===== src/pic_pkg.sv =====
// ============================================================================
// pic_pkg
// Shared types and constants for the priority interrupt controller.
// ============================================================================
package pic_pkg;

    localparam int WORD_W      = 32;
    localparam int NORMAL_EV_W = 30;
    localparam int LEVEL_MASKS = 9;
    localparam int TRIG_MASKS  = 4;

    localparam int IN_TDATA_W  = 40;
    localparam int IN_TUSER_W  = 7;
    localparam int OUT_TDATA_W = 48;

    typedef enum logic [2:0] {
        CMD_READ         = 3'd0,
        CMD_WRITE        = 3'd1,
        CMD_RAISE_NORMAL = 3'd2,
        CMD_SET_EXTERNAL = 3'd3,
        CMD_RAISE_ERROR  = 3'd4
    } cmd_t;

    localparam logic [3:0] REG_NORMAL     = 4'd0;
    localparam logic [3:0] REG_EXTERNAL   = 4'd1;
    localparam logic [3:0] REG_ERROR      = 4'd2;
    localparam logic [3:0] REG_MASK_FIRST = 4'd3;
    localparam logic [3:0] REG_MASK_LAST  = 4'd11;
    localparam logic [3:0] REG_TRIG_FIRST = 4'd12;

    localparam int TRIG_PVR_NORMAL = 0;
    localparam int TRIG_PVR_EXT    = 1;
    localparam int TRIG_G2_NORMAL  = 2;
    localparam int TRIG_G2_EXT     = 3;

    localparam int LVL2_BASE = 0;
    localparam int LVL4_BASE = 3;
    localparam int LVL6_BASE = 6;

    localparam logic [2:0] LEVEL_NONE = 3'd0;
    localparam logic [2:0] LEVEL_2    = 3'd2;
    localparam logic [2:0] LEVEL_4    = 3'd4;
    localparam logic [2:0] LEVEL_6    = 3'd6;
    localparam logic [3:0] IRL_TOP    = 4'd15;

    typedef struct packed {
        cmd_t              command;
        logic [3:0]        reg_index;
        logic [WORD_W-1:0] write_data;
        logic              wave_armed;
        logic              pvr_armed;
    } item_t;

    typedef struct packed {
        logic [WORD_W-1:0]                  normal;
        logic [WORD_W-1:0]                  external;
        logic [WORD_W-1:0]                  error;
        logic [LEVEL_MASKS-1:0][WORD_W-1:0] level_mask;
        logic [TRIG_MASKS-1:0][WORD_W-1:0]  trig_mask;
    } pic_state_t;

    typedef struct packed {
        logic [WORD_W-1:0] read_data;
        logic [2:0]        irq_level;
        logic [3:0]        irl_code;
        logic              wave_dma_trigger;
        logic              pvr_dma_trigger;
    } result_t;

endpackage


===== src/pic_regs.sv =====
// ============================================================================
// pic_regs
// Status words and mask registers, with their update on each transfer.
// ============================================================================
module pic_regs (
    input  logic                     clk,
    input  logic                     rst_n,
    input  logic                     advance,
    input  pic_pkg::item_t           item,
    output logic [pic_pkg::WORD_W-1:0] read_data,
    output pic_pkg::pic_state_t      state_next
);
    import pic_pkg::*;

    logic [NORMAL_EV_W-1:0]  normal_reg,   normal_next;
    logic [WORD_W-1:0]       external_reg, external_next;
    logic [WORD_W-1:0]       error_reg,    error_next;
    logic [LEVEL_MASKS-1:0][WORD_W-1:0] level_mask_reg, level_mask_next;
    logic [TRIG_MASKS-1:0][WORD_W-1:0]  trig_mask_reg,  trig_mask_next;

    logic [3:0]        mask_idx;
    logic [1:0]        trig_idx;
    logic [WORD_W-1:0] normal_view;

    assign mask_idx    = 4'(item.reg_index - REG_MASK_FIRST);
    assign trig_idx    = item.reg_index[1:0];
    assign normal_view = {(error_reg != '0), (external_reg != '0), normal_reg};

    always_comb
    begin
        normal_next     = normal_reg;
        external_next   = external_reg;
        error_next      = error_reg;
        level_mask_next = level_mask_reg;
        trig_mask_next  = trig_mask_reg;
        read_data       = '0;
        case (item.command)
            CMD_READ:
            begin
                if (item.reg_index == REG_NORMAL)
                    read_data = normal_view;
                else if (item.reg_index == REG_EXTERNAL)
                    read_data = external_reg;
                else if (item.reg_index == REG_ERROR)
                    read_data = error_reg;
                else if (item.reg_index <= REG_MASK_LAST)
                    read_data = level_mask_reg[mask_idx];
                else
                    read_data = trig_mask_reg[trig_idx];
            end
            CMD_WRITE:
            begin
                if (item.reg_index == REG_NORMAL)
                    normal_next = normal_reg & ~item.write_data[NORMAL_EV_W-1:0];
                else if (item.reg_index == REG_ERROR)
                    error_next = error_reg & ~item.write_data;
                else if (item.reg_index == REG_EXTERNAL)
                    external_next = external_reg;
                else if (item.reg_index <= REG_MASK_LAST)
                    level_mask_next[mask_idx] = item.write_data;
                else
                    trig_mask_next[trig_idx] = item.write_data;
            end
            CMD_RAISE_NORMAL: normal_next   = normal_reg | item.write_data[NORMAL_EV_W-1:0];
            CMD_SET_EXTERNAL: external_next = item.write_data;
            CMD_RAISE_ERROR:  error_next    = error_reg | item.write_data;
            default:          read_data     = '0;
        endcase
    end

    always_comb
    begin
        state_next.normal     = {(error_next != '0), (external_next != '0), normal_next};
        state_next.external   = external_next;
        state_next.error      = error_next;
        state_next.level_mask = level_mask_next;
        state_next.trig_mask  = trig_mask_next;
    end

    always_ff @(posedge clk or negedge rst_n)
    begin
        if (!rst_n)
        begin
            normal_reg     <= '0;
            external_reg   <= '0;
            error_reg      <= '0;
            level_mask_reg <= '0;
            trig_mask_reg  <= '0;
        end
        else if (advance)
        begin
            normal_reg     <= normal_next;
            external_reg   <= external_next;
            error_reg      <= error_next;
            level_mask_reg <= level_mask_next;
            trig_mask_reg  <= trig_mask_next;
        end
    end

endmodule


===== src/pic_prio.sv =====
// ============================================================================
// pic_prio
// Masked level priority and DMA trigger matching on the updated state.
// ============================================================================
module pic_prio (
    input  pic_pkg::pic_state_t st,
    input  logic                wave_armed,
    input  logic                pvr_armed,
    output logic [2:0]          irq_level,
    output logic [3:0]          irl_code,
    output logic                wave_dma_trigger,
    output logic                pvr_dma_trigger
);
    import pic_pkg::*;

    logic hit2, hit4, hit6;

    assign hit2 = ((st.normal   & st.level_mask[LVL2_BASE])     |
                   (st.external & st.level_mask[LVL2_BASE + 1]) |
                   (st.error    & st.level_mask[LVL2_BASE + 2])) != '0;
    assign hit4 = ((st.normal   & st.level_mask[LVL4_BASE])     |
                   (st.external & st.level_mask[LVL4_BASE + 1]) |
                   (st.error    & st.level_mask[LVL4_BASE + 2])) != '0;
    assign hit6 = ((st.normal   & st.level_mask[LVL6_BASE])     |
                   (st.external & st.level_mask[LVL6_BASE + 1]) |
                   (st.error    & st.level_mask[LVL6_BASE + 2])) != '0;

    always_comb
    begin
        if (hit6)
            irq_level = LEVEL_6;
        else if (hit4)
            irq_level = LEVEL_4;
        else if (hit2)
            irq_level = LEVEL_2;
        else
            irq_level = LEVEL_NONE;
    end

    assign irl_code = IRL_TOP - {1'b0, irq_level};

    assign pvr_dma_trigger  = pvr_armed &&
        (((st.trig_mask[TRIG_PVR_NORMAL] & st.normal) |
          (st.trig_mask[TRIG_PVR_EXT]    & st.external)) != '0);
    assign wave_dma_trigger = wave_armed &&
        (((st.trig_mask[TRIG_G2_NORMAL] & st.normal) |
          (st.trig_mask[TRIG_G2_EXT]    & st.external)) != '0);

endmodule


===== src/priority_interrupt_controller_top.sv =====
// ============================================================================
// priority_interrupt_controller_top
// Register-mapped interrupt controller with three priority levels.
// ============================================================================
// One transfer is accepted every clock cycle while the result side does not
// stall: the item is captured in an input register, the register file is
// updated and the level and trigger logic is evaluated in the same cycle,
// and the result is held in an output register until it is taken.
// Throughput is one item per cycle when not stalled, set by the register
// file update; back-pressure on the result side stalls both stages.
module priority_interrupt_controller_top (
    input  logic                            clk,
    input  logic                            rst_n,
    input  logic                            s_axis_tvalid,
    output logic                            s_axis_tready,
    // write_data[31:0], wave_armed[32], pvr_armed[33], zero[39:34]
    input  logic [pic_pkg::IN_TDATA_W-1:0]  s_axis_tdata,
    // command[2:0], reg_index[6:3]
    input  logic [pic_pkg::IN_TUSER_W-1:0]  s_axis_tuser,
    output logic                            m_axis_tvalid,
    input  logic                            m_axis_tready,
    // read_data[31:0], irq_level[34:32], irl_code[38:35],
    // wave_dma_trigger[39], pvr_dma_trigger[40], zero[47:41]
    output logic [pic_pkg::OUT_TDATA_W-1:0] m_axis_tdata
);
    import pic_pkg::*;

    logic       in_valid_reg;
    item_t      item_reg;
    logic       out_valid_reg;
    result_t    result_reg;
    result_t    result_next;
    logic       advance;
    pic_state_t state_next;

    assign advance       = in_valid_reg && (!out_valid_reg || m_axis_tready);
    assign s_axis_tready = !in_valid_reg || advance;

    always_ff @(posedge clk or negedge rst_n)
    begin
        if (!rst_n)
        begin
            in_valid_reg  <= 1'b0;
            out_valid_reg <= 1'b0;
        end
        else
        begin
            if (s_axis_tready)
                in_valid_reg <= s_axis_tvalid;
            if (advance)
                out_valid_reg <= 1'b1;
            else if (m_axis_tready)
                out_valid_reg <= 1'b0;
        end
    end

    always_ff @(posedge clk)
    begin
        if (s_axis_tvalid && s_axis_tready)
        begin
            item_reg.command    <= cmd_t'(s_axis_tuser[2:0]);
            item_reg.reg_index  <= s_axis_tuser[6:3];
            item_reg.write_data <= s_axis_tdata[WORD_W-1:0];
            item_reg.wave_armed <= s_axis_tdata[WORD_W];
            item_reg.pvr_armed  <= s_axis_tdata[WORD_W+1];
        end
        if (advance)
            result_reg <= result_next;
    end

    pic_regs u_regs (
        .clk        (clk),
        .rst_n      (rst_n),
        .advance    (advance),
        .item       (item_reg),
        .read_data  (result_next.read_data),
        .state_next (state_next)
    );

    pic_prio u_prio (
        .st               (state_next),
        .wave_armed       (item_reg.wave_armed),
        .pvr_armed        (item_reg.pvr_armed),
        .irq_level        (result_next.irq_level),
        .irl_code         (result_next.irl_code),
        .wave_dma_trigger (result_next.wave_dma_trigger),
        .pvr_dma_trigger  (result_next.pvr_dma_trigger)
    );

    assign m_axis_tvalid = out_valid_reg;
    assign m_axis_tdata  = {7'd0, result_reg.pvr_dma_trigger, result_reg.wave_dma_trigger,
                            result_reg.irl_code, result_reg.irq_level, result_reg.read_data};

endmodule


===== config.mk =====
export PLATFORM = sky130hd
export DESIGN_NAME = priority_interrupt_controller_top
export DESIGN_NICKNAME = d
export VERILOG_FILES = /design/src/pic_pkg.sv /design/src/pic_regs.sv /design/src/pic_prio.sv /design/src/priority_interrupt_controller_top.sv
export SDC_FILE = /design/constraint.sdc
export NUM_CORES = 2
export LEC_CHECK = 0
export ABC_AREA = 0
export BUFFER_PORTS_ARGS = -buffer_cell sky130_fd_sc_hd__buf_2
export CAP_MARGIN = 0
export CORE_ASPECT_RATIO = 0.9
export CORE_MARGIN = 8
export CORE_UTILIZATION = 50
export CTS_CLUSTER_SIZE = 10
export DETAILED_ROUTE_END_ITERATION = 7
export PLACE_DENSITY = 0.66
export SYNTH_ARGS = -nofsm -noshare
export SYNTH_HDL_FRONTEND = slang
export SYNTH_SLANG_ARGS = --single-unit

===== constraint.sdc =====
create_clock -name clk -period 5.9 [get_ports clk]
set_input_delay 0.59 -clock clk [delete_from_list [all_inputs] [get_ports clk]]
set_output_delay 0.59 -clock clk [all_outputs]
set_load 0.005 [all_outputs]

; ---- Word level (Yosys, flattened, before mapping)
; Cells that the tools add are included.
[totals]
output_inout_bits = 50
inputBits = 51
reg_bits = 594
[op_classes]
n_reduce_logical = 22
eq_ne = 6
n_bitwise = 27
addsub = 2
n_mux = 35
order_cmp = 5
[op_table]
columns = op, n
row1 = $mux W288, 5
row2 = $mux W128, 5
row3 = $and A32 B32 Y32, 14
row4 = $mux W32, 11
row5 = $bwmux W288, 1
row6 = $or A32 B32 Y32, 9
row7 = $reduce_bool A32 Y1, 9
row8 = $bmux W32 S4, 1
row9 = $bwmux W128, 1
row10 = $demux W32 S4, 1
row11 = $bmux W32 S2, 1
row12 = $demux W32 S2, 1
row13 = $pmux W32 S2, 1
row14 = $pmux W30 S2, 1
row15 = $not A32 Y32, 1
row16 = $and A30 B30 Y30, 1
row17 = $mux W30, 1
row18 = $not A30 Y30, 1
row19 = $or A30 B30 Y30, 1
row20 = $eq A3 B2 Y1 const B, 2
row21 = $logic_and A1 B1 Y1, 6
row22 = $mux W3, 2
row23 = $lt A4 B5 Y1 const B, 1
row24 = $eq A4 B1 Y1 const B, 1
row25 = 16 further kinds, 19

; ---- Depth between registers and ports, before layout
[depth]
ltp_word = 19
depth_mapped = 17
ltp_nobuf = 11

; ---- By module
; Synthesis repeated with hierarchy kept, for this count alone.
[hier_totals]
cells_unflattened = 2834
hier_area_um2 = 34946.0
[modules_own_cells]
columns = module, seq_area_each_um2, instances, cells_per_inst, area_each_um2
row1 = pic_regs, 12762.2, 1, 2459, 30189.0
row2 = priority_interrupt_controller_top, 2512.4, 1, 98, 2622.5
row3 = pic_prio, 0.0, 1, 277, 2134.5

; ---- Worst setup path before layout
; Ideal clock, no wire load.
[synth_path]
path_kind = register to register
start = reg item_reg[35] in the netlist's numbering
end = reg result_reg (netlist bit m_axis_tdata[36]), data pin
slack_ps = 1811
arrival_time_ps = 3833
setup_ps = 256
path_stages_with_launch = 16
synth_period_minus_slack_ps = 4089
path_cell_list = edfxtp_1 buf_2 buf_1 inv_1 ha_1 clkbuf_2 or4b_4 or2_0 buf_2 o21ai_1 nand4_1 nor4_1 and4_1 o2111ai_1 or4_1 o211a_1
[synth_lines]
columns = element, line_no
row1 = start: declaration, priority_interrupt_controller_top.sv:29  ; item_t item_reg;
row2 = end signal: assignment, priority_interrupt_controller_top.sv:68  ; result_reg <= result_next;
row3 = end: declaration, priority_interrupt_controller_top.sv:31  ; result_t result_reg;

==> flow_summary_export.csv <==
group,metric,value,unit
worst_setup_path,path_cells,"buf_4, a21bo_2, nor2_1, o21ai_4, mux2i_1, o22ai_1, nor4_1, o211ai_1, nor4_1, buf_4, o211ai_1",
worst_setup_path,setup.worst_path.start_class,"flop",
yosys,avgSynthCellArea,10.6,um^2
grt,antenna_found_initial,16,
worst_setup_path,cp.arrival,5.59,ns
clock_network,cts-resized-gates,0,
die,coreArea,0.0668,mm^2
power_and_ir_drop,total_power,12.6,mW
sta,setup_viol,0,
outcome,status,"finished with violations",
grt,grt-ovfl-total,0,
sta,finalSetupTns,0,ns
yosys,yosysWarnings,0,
outcome,violations,"design-rule violations",
worst_setup_path,crit_type,"flop to flop",
power_and_ir_drop,switching_share,36.7,%
power_and_ir_drop,power_frac_seq,41.4,%
worst_setup_path,cp-end-kind,"flop",
die,start_util,50.3,%
layout,regArea,0.0152,mm^2
layout,syn_to_final_growth,11.4,%
place,placement.io_buffers,84,
clock_network,htreeDepth,3,
yosys,ys_types,68,
clock_network,clk_latency,0.64,ns
route,wire_per_inst,43.4,um
clock_network,cts_buffers,72,
route,dr.pass1.iters,8,
sta,fmax,191,MHz
flow_run,drv_cap,0,
route,wl,176000,um
die,die_w,289,um
layout,fin_nets,3187,
yosys,synth.area.top_cells,"dfrtp_1, mux2_2, edfxtp_1",
sta,hold_violations,0,
layout,multi_input_area,0.0171,mm^2
yosys,ys_seq_area_share,45.2,%
worst_setup_path,worstPathRequired,6.26,ns
layout,fillerInstances,5743,
place,dp_slack,0.976,ns
power_and_ir_drop,power_switching,4.61,mW
grt,grt_pass1_vias,29285,
grt,grt_usage,45.6,%
yosys,yosysTopAreaCellShare,38.1,%
sta,worstMarginPinSlew,1.43,ns
grt,grt_pass1_wl,239000,um
die,pin_count,101,
sta,slew_headroom,3.61,%
power_and_ir_drop,internal_power,7.96,mW
worst_setup_path,r2r_slack,0.67,ns
route,drc,4,
yosys,synth_edf_count,79,
route,drt_iter0_drc,5732,
sta,drv_slew,0,
power_and_ir_drop,p_leak,16.3,nW
clock_network,cts_tree,"done",
power_and_ir_drop,ir_drop,0.210,mV
layout,drive_gt1_share,27.8,%
yosys,synth_area,0.0336,mm^2
worst_setup_path,critical_path.slowest_cell,"o21ai_4",
route,vias,31380,
clock_network,path_clk_slew,0.06,ns
worst_setup_path,slowest_delay,1.12,ns
layout,largest_reg_flops,288,
hold_path,hp-class,"primary input to flop",
sta,fin_crit_sh,88.6,%
power_and_ir_drop,clockPowerShare,33.8,%
die,fp.dieH,262,um
layout,layout.cells.non_filler,4055,
sta,setup_slack,0.670,ns
clock_network,cts_max_path_buffers,3,
sta,rsz0062_at_grt,"false",
die,die_area,0.0758,mm^2
power_and_ir_drop,share_comb_of_total_power,24.8,%
clock_network,clock_sinks,591,
grt,grt_max_degree,142,
place,gp_congestion,1.06,
power_and_ir_drop,power_density,336,mW/mm^2
die,num_rows,90,
yosys,ys.flop_type,"dfrtp_1",
place,placed_cells,3930,
route,antenna_left,0,
yosys,async_flop_share,86.6,%
yosys,netlist_instances,3167,
worst_setup_path,cp_max_fo,32,
sta,period_needed,5.23,ns
yosys,ys_seq_elements,591,
route,routed_via_density,7.74,
sta,finClkSkew,0.0228,ns
clock_network,cts_root_buf,"clkbuf_16",
yosys,yosys.area.top_type,"dfrtp_1",
layout,utilization,56.1,%
place,dpl.hpwl,124000,um
==> power by group through the flow <==
stage | Combinational [mW] | Clock [mW] | Sequential, mW
finish | 3.11 | 4.25 | 5.21
global route | 3.14 | 4.40 | 5.20
CTS | 2.90 | 4.25 | 5.14
detailed placement | 2.89 | 0 | 5.21
global placement | 2.86 | 0 | 5.19
floorplan | 1.56 | 0 | 4.89
==> cell type report <==
| cell class | instances | area share [%] |
|---|---|---|
| multi-input combinational | 2194 | 45.7 |
| sequential | 591 | 40.6 |
| clock buffer | 104 | 5.44 |
| timing repair buffer | 249 | 4.73 |
| tap | 874 | 2.92 |
| clock inverter | 9 | 0.338 |
| inverter | 23 | 0.231 |
| antenna | 11 | 0.0735 |
==> through the flow <==
stage	hold slack, ns	area (um^2)
6_report	0.122	37400
5_1_grt	0.122	37400
4_1_cts	0.112	37400
3_5_place_dp	0.494	35200
3_3_place_gp	0.477	35200
2_1_floorplan	0.294	33600
==> synthesized netlist by cell type (all sizes together), types with 4 or more instances <==
master	count
dfrtp	512
mux2	385
a21oi	332
clkbuf	295
o21ai	249
nand2	180
nor2	170
o221ai	168
mux2i	106
mux4	96
o22ai	83
edfxtp	79
buf	72
a211oi	64
nor4	50
nand2b	41
a21o	36
nand4	33
a222oi	32
inv	22
o2111ai	19
nor3	17
a22oi	16
a21boi	9
and3	8
nand3	8
a31oi	7
and2	7
o211ai	7
or2	6
ha	5
nor2b	5
or4	5
and4	4
nor3b	4
==> cell families (layout without fill, tap and decap cells) <==
kind of cell    after synthesis  after routing  synth area share (%)
compound gates             1038           1038                  19.6
mux                         587            587                  22.5
flops                       591            591                  45.2
fa+ha+maj                     5              5                 0.186
other cells                   2             21                0.0224
simple gates                554            554                  7.87
buf+inv                     390            385                  4.61
==> layer usage <==
metal | vias up | global-route usage, % | wire length, um
met5 | - | 0 | 122
met4 | 12 | 29.7 | 14600
met3 | 697 | 20.8 | 26600
met2 | 2908 | 64.2 | 72000
met1 | 15701 | 56.0 | 62600
li1 | 12062 | - | -
==> cell usage in the layout (no fill, tap or decap), drive strengths merged, types with 33 or more instances in the layout <==
| cell type | n |
|---|---|
| nand2 | 180 |
| o221ai | 168 |
| a21o | 36 |
| nand4 | 33 |
| mux2i | 106 |
| a211oi | 64 |
| edfxtp | 79 |
| mux4 | 96 |
| buf | 248 |
| nor2 | 170 |
| dfrtp | 512 |
| o22ai | 83 |
| clkbuf | 104 |
| a21oi | 332 |
| mux2 | 385 |
| nor4 | 50 |
| nand2b | 41 |
| o21ai | 249 |
==> timing repair <==
| item | 4_1_cts | 5_1_grt |
|---|---|---|
| endpoints found under the hold margin | 44 | 0 |
| setup buffers | 0 | 0 |
| hold buffers | 1 | 0 |
==> path summary, 6_finish.rpt <==
| kind | start | endpoint | depth (start not counted) |
|---|---|---|---|
| worst max-delay path | item_reg[34] | m_axis_tdata[33] | 11 |
| worst min-delay path | s_axis_tdata[27] | item_reg[29] | 1 |
| max in group asynchronous | rst_n | u_regs.trig_mask_reg[82] | 3 |
| worst min register to register | u_regs.level_mask_reg[8] | u_regs.level_mask_reg[8] | 2 |
| min in group asynchronous | rst_n | u_regs.trig_mask_reg[76] | 2 |
| worst max register to register | item_reg[34] | m_axis_tdata[33] | 11 |
==> worst max-delay path, delay by kind of cell (launching register included) <==
family,cells,cell delay [ns]
buf+inv,2,0.77
simple gates,3,1.01
flops,1,0.49
compound gates,5,1.99
mux,1,0.65
Power figures use the tool's default switching activity.
